### src/rtl/core/perc_pkg.sv
// ============================================================================
// Perceptron learning unit package
// Shared constants, codes and width helpers for the perceptron datapath.
// ============================================================================
package perc_pkg;

    // Default sizing of the weight store.
    localparam int MAX_INPUTS_DEF  = 64;
    localparam int WEIGHT_BITS_DEF = 16;

    // Fixed field widths of the item and result beats.
    localparam int INPUT_W  = 64;
    localparam int SUM_BITS = 23;

    // Configuration port.
    localparam int ACTIVE_W = 7;
    localparam int ADDR_W   = 3;
    localparam int DATA_W   = 32;
    localparam logic [ACTIVE_W-1:0] ACTIVE_RESET = 7'd64;

    // Register index, taken from paddr[2].
    localparam logic REG_ACTIVE_INPUTS = 1'b0;

    typedef enum logic {
        OP_TRAIN    = 1'b0,
        OP_CLASSIFY = 1'b1
    } opcode_t;

    // Width of the internal sum: room for every weight plus the bias,
    // and never narrower than the reported sum field.
    function automatic int acc_width(input int max_inputs, input int weight_bits);
        int w;
        w = weight_bits + $clog2(max_inputs + 1) + 1;
        if (w < SUM_BITS) begin
            w = SUM_BITS;
        end
        return w;
    endfunction

endpackage

### src/rtl/core/perc_dot.sv
// ============================================================================
// Perceptron dot product
// Signs each active weight by its bipolar input and sums them with the bias
// through a balanced adder tree.
// ============================================================================
module perc_dot
    import perc_pkg::*;
#(
    parameter int MAX_INPUTS  = MAX_INPUTS_DEF,
    parameter int WEIGHT_BITS = WEIGHT_BITS_DEF,
    parameter int ACC_W       = acc_width(MAX_INPUTS, WEIGHT_BITS)
) (
    input  logic [MAX_INPUTS-1:0][WEIGHT_BITS-1:0] weights,
    input  logic [WEIGHT_BITS-1:0]                 bias,
    input  logic [MAX_INPUTS-1:0]                  input_bits,
    input  logic [MAX_INPUTS-1:0]                  lane_en,
    output logic signed [ACC_W-1:0]                sum
);

    localparam int LEAVES = 2 ** $clog2(MAX_INPUTS + 1);
    localparam int NODES  = 2 * LEAVES - 1;

    // Heap layout: node k has children 2k+1 and 2k+2, leaves at the end.
    logic signed [ACC_W-1:0] node [NODES];

    for (genvar j = 0; j < LEAVES; j++) begin : g_leaf
        if (j < MAX_INPUTS) begin : g_lane
            logic [WEIGHT_BITS-1:0] term;
            always_comb begin
                if (!lane_en[j]) begin
                    term = '0;
                end else if (input_bits[j]) begin
                    term = weights[j];
                end else begin
                    term = -weights[j];
                end
            end
            assign node[LEAVES-1+j] = {{(ACC_W-WEIGHT_BITS){term[WEIGHT_BITS-1]}}, term};
        end else if (j == MAX_INPUTS) begin : g_bias
            assign node[LEAVES-1+j] = {{(ACC_W-WEIGHT_BITS){bias[WEIGHT_BITS-1]}}, bias};
        end else begin : g_pad
            assign node[LEAVES-1+j] = '0;
        end
    end

    for (genvar k = 0; k < LEAVES - 1; k++) begin : g_add
        assign node[k] = node[2*k+1] + node[2*k+2];
    end

    assign sum = node[0];

endmodule

### config.mk
export PLATFORM = sky130hd
export DESIGN_NAME = perc_dot
export DESIGN_NICKNAME = d
export VERILOG_FILES = /design/src/rtl/core/perc_pkg.sv /design/src/rtl/core/perc_dot.sv
export SDC_FILE = /design/constraint.sdc
export NUM_CORES = 2
export LEC_CHECK = 0
export ABC_AREA = 1
export BUFFER_PORTS_ARGS = -buffer_cell sky130_fd_sc_hd__buf_2
export CAP_MARGIN = 40
export CORE_AREA = 5 5 456 458
export DETAILED_ROUTE_END_ITERATION = 7
export DIE_AREA = 0 0 461 463
export PLACE_DENSITY = 0.54
export SLEW_MARGIN = 20
export SYNTH_ARGS = -nofsm -noshare
export SYNTH_HDL_FRONTEND = slang
export SYNTH_SLANG_ARGS = --single-unit
### constraint.sdc
create_clock -name vclk -period 11.85
set_input_delay 2.37 -clock vclk [all_inputs]
set_output_delay 2.37 -clock vclk [all_outputs]
set_load 0.01 [all_outputs]
[Yosys cells after proc, flatten, opt, wreduce, memory -nomap -nowiden]
Cells that the tools add are included.
Storage, ports and cells
  register bits: 0
  input port bits: 1168
  output and inout port bits: 24
Cells by class
  $add $sub $neg: 128
  muxes and demuxes: 128
Operators by type and width (number)
  two-way mux 16 bit: 128
  negation 16 bit: 64
  adder 24 bit: 31
  adder 16 x 16 -> 17 bit: 32
  adder 24 x 16 -> 24 bit: 1

[Longest topological paths before layout]
  word-level depth: 10
  gate-level depth with buffers: 44
  gate-level depth less buffers: 44

[Worst setup path after synthesis]
No wires, ideal clock.
  path kind: input-to-output
  start point: in weights[608] (netlist bit)
  end point: out sum[23]
  arrival: 9.715 ns
  data required time: 9.480 ns
  slack: -0.235 ns
  stages on the path: 40
  buffers on the path: 0
  cells stage by stage: inv_1 -> ha_1 -> inv_1 -> nor2_1 -> nand3_1 -> nor2_2 -> nand2_1 -> a21oi_1 -> nor2_1 -> ha_1 -> nand2_1 -> inv_1 -> nand2_1 -> nand2_1 -> a21oi_1 -> nand2_1 -> nand2_1 -> nand2_1 -> [... 4 more ...] -> fa_1 -> inv_1 -> fa_1 -> fa_1 -> inv_1 -> fa_1 -> inv_1 -> fa_1 -> inv_1 -> ha_1 -> nand2_1 -> nor2_1 -> nand2_1 -> nor2_1 -> nand2_1 -> nand3_1 -> nand2_1 -> nand2_1
Between the ends
  longest elaborated chain between the ends: 10
RTL lines
  start, declared: line perc_dot.sv:13  | input logic [MAX_INPUTS-1:0][WEIGHT_BITS-1:0] weights,
  negation 16 bit: line perc_dot.sv:35  | term = -weights[j];
  two-way mux 16 bit *: line perc_dot.sv:32  | end else if (input_bits[j]) begin
  two-way mux 16 bit *: line perc_dot.sv:30  | if (!lane_en[j]) begin
  adder 16 x 16 -> 17 bit *: line perc_dot.sv:47  | assign node[k] = node[2*k+1] + node[2*k+2];
  adder 24 bit * (5 in a row): line perc_dot.sv:47
  adder 24 x 16 -> 24 bit *: line perc_dot.sv:47
  end, declared: line perc_dot.sv:17  | output logic signed [ACC_W-1:0] sum
Every way passes the cells marked *; elsewhere a longest branch is shown, timed or not.

[Final worst setup path]
  start point: in weights[689] (netlist bit)
  end point: out sum[22]
Same word-level chain as after synthesis.

==> run_results.csv <==
group,metric,value,unit
yosys,synth.area.top_cells,"nand2_1, fa_1, inv_1",
yosys,synth_area_leader_cell,"nand2_1",
worst_setup_path,worstPathArrival,10320,ps
worst_setup_path,cpMaxStageDelayCell,"fa_2",
status,status,"finished with violations",
layout,syn2layout_area_growth,54.98,%
routing,routed_wl,355200,microns
worst_setup_path,cp.required,9480,ps
floorplanning,die_area,213400,sq um
sta,hold_violations,0,
floorplanning,die_x,461,microns
worst_setup_path,start_kind,"input port",
sta,setup-violations-final,19,
yosys,avgSynthCellArea,5.319,sq um
worst_setup_path,slowest_delay,640,ps
grt,grt_max_degree,18,
worst_hold_path,worstHoldPathType,"in2out",
layout,fin_util,0.5613,
floorplanning,pin_count,1192,
worst_setup_path,worstPathMaxFanout,4,
sta,min_period,12690,ps
routing,post_drt_wl_per_cell,17.02,microns
placement,dpl.hpwl,319600,microns
routing,drtAntennaViolNets,0,
grt,use_met3,0.03796,
layout,n_clock_buffer,0,
routing,viasPerCell,4.856,
yosys,syn-num-nets,16220,
routing,dr_total_vias,101300,
layout,n_sequential_cell,0,
grt,grt-busiest-layer,"met2",
grt,grt_pass1_vias,94150,
layout,instances_no_fill,20870,
sta,slew_viol_final,0,
grt,antenna_found_initial,174,
routing,first_pass_iters,6,
sta,fmax,0.07877,GHz
sta,tightest_slew,517.8,ps
yosys,synth_top_area_share,0.2230,
grt,gr-total-overflow,0,
grt,met1_usage,0.3985,
yosys,synthCells,13860,
floorplanning,rows,166,
routing,drc,0,
yosys,synth.yosys.warnings,0,
grt,grtUsageMet2,0.5269,
status,violations,"setup timing",
sta,rsz0062_at_grt,"true",
floorplanning,die_height,463,microns
layout,final.fill_count,21250,
placement,dp.cells,20570,
worst_setup_path,cp-end-kind,"output port",
floorplanning,core_area,203500,sq um
sta,period_share,1.071,
routing,drt_iter0_drc,6654,
clock_network,holdBufCountCts,0,
yosys,synth_cell_types,40,
layout,drive_above_1_share,0.3414,
layout,final_nets,20430,
run,max_cap_violations,0,
yosys,ys_seq_area_frac,0,
grt,grt_first_pass_wirelength,527200,microns
sta,relSlewSlack,0.6536,
yosys,synth_area,73720,sq um
placement,place.port_buffers,1192,
floorplanning,initial_core_util,0.3622,
grt,grt_usage,0.3127,
worst_setup_path,crit_type,"in2out",
placement,gp_congestion,1.013,
layout,seqCellArea,0,sq um
sta,setup_ws,-844.8,ps
## path summary, 6_finish.rpt
check,from,to,depth (start not counted)
setup / recovery,weights[689],sum[22],38
hold / removal,weights[256],sum[0],8
## area by class of cell
type / instances / area, sq um / share of cell area
multi-input cells: 11490 / 71840 / 0.6288
repair buffers: 4378 / 30470 / 0.2667
inverters: 2198 / 8273 / 0.07242
well taps: 2688 / 3363 / 0.02944
diodes: 118 / 295.3 / 0.002585
## placed cells by master, fill, tap and decap left out, types with 13 or more instances in the layout
cell      synthesis  layout
xor2_1          180     127
o21ai_1           5      84
a21oi_2           0     273
buf_6             1      54
o21ai_0         693     596
fa_1            583     447
ha_2              0      41
diode_2           0     118
nand3b_1         53      53
and3_1           30      30
nor3_2            2      68
nand2_2           4     315
nand2_4           0      23
o21a_1           40      39
a21oi_1        1140     854
buf_12            0      26
xnor2_2           0      17
inv_1          2186    2028
fa_2              0     136
inv_2             8     157
nor2_2           64     264
nor2_4            7     112
ha_1            613     453
nor3_1          305     229
nand4_1          80      80
xor2_2            0      45
o21ai_2          40      50
o211ai_1         20      20
nor2_1         2090    1785
buf_2            90    1168
a21oi_4           0      13
nand3_2           6      83
nand2_1        4379    4044
nand3_1         956     869
xnor2_1          61      42
ha_4              0     119
buf_4             7    3130
nor3b_1          22      21
and2_1           37      34
a21o_1           28      28
## critical path: cells and delay by family
family                   cells  cell delay [ps]
adder cells (fa/ha/maj)     11             5180
AO/OA/AOI/OAI                1              160
AND/OR/NAND/NOR             17             1800
buffers and inverters        9              790
## synthesized netlist by cell type, drive strengths merged
cell	count
o31ai	4
nand3b	53
o21ai	739
a21o	28
o211ai	20
clkinv	4
nand2	4383
nor3b	22
nand3	962
inv	2194
o21bai	11
buf	99
xor2	180
nor2	2161
or2	20
nor3	308
o21a	40
a31oi	12
and3	30
fa	583
nand4	80
clkbuf	75
a21oi	1140
ha	613
and2	37
xnor2	61
## what timing repair did
item	4_1_cts	5_1_grt
endpoints found under the hold margin	0	0
pin swaps	319	561
gates resized for setup	807	1185
setup endpoints to repair	20	20
setup buffers	70	114
## metal layers
metal / vias up / part of all wire / routed length [microns]
li1: 52220 / - / -
met1: 45710 / 0.43 / 151300
met2: 2769 / 0.46 / 163800
met3: 584 / 0.057 / 20370
met4: 62 / 0.054 / 19350
met5: - / 0.0012 / 425
## cells by family (layout without fill, tap and decap cells)
kind of cell | after synthesis | count (layout) | share of synthesized area
AND/OR/NAND/NOR | 8056 | 8056 | 0.4450
buffers and inverters | 2372 | 6576 | 0.1228
AO/OA/AOI/OAI | 1994 | 1994 | 0.1413
adder cells (fa/ha/maj) | 1196 | 1196 | 0.2624
XOR/XNOR | 241 | 241 | 0.02863
other | 0 | 118 | 0
## metrics by stage
stage	area (sq um)	setup TNS [ps]	setup slack [ps]	hold slack, ps
finish	114200	-12010	-844.8	5886
global placement	105200	-20960	-1416	5884
global route	114200	-17770	-1142	5920
CTS	108900	-12840	-881.5	5895
detailed placement	105200	-20680	-1399	5895
floorplan	73850	-12.81	-11.46	5364
Power is not shown: default switching activity piles up to over one toggle a cycle in this logic, so the estimate is an artifact.
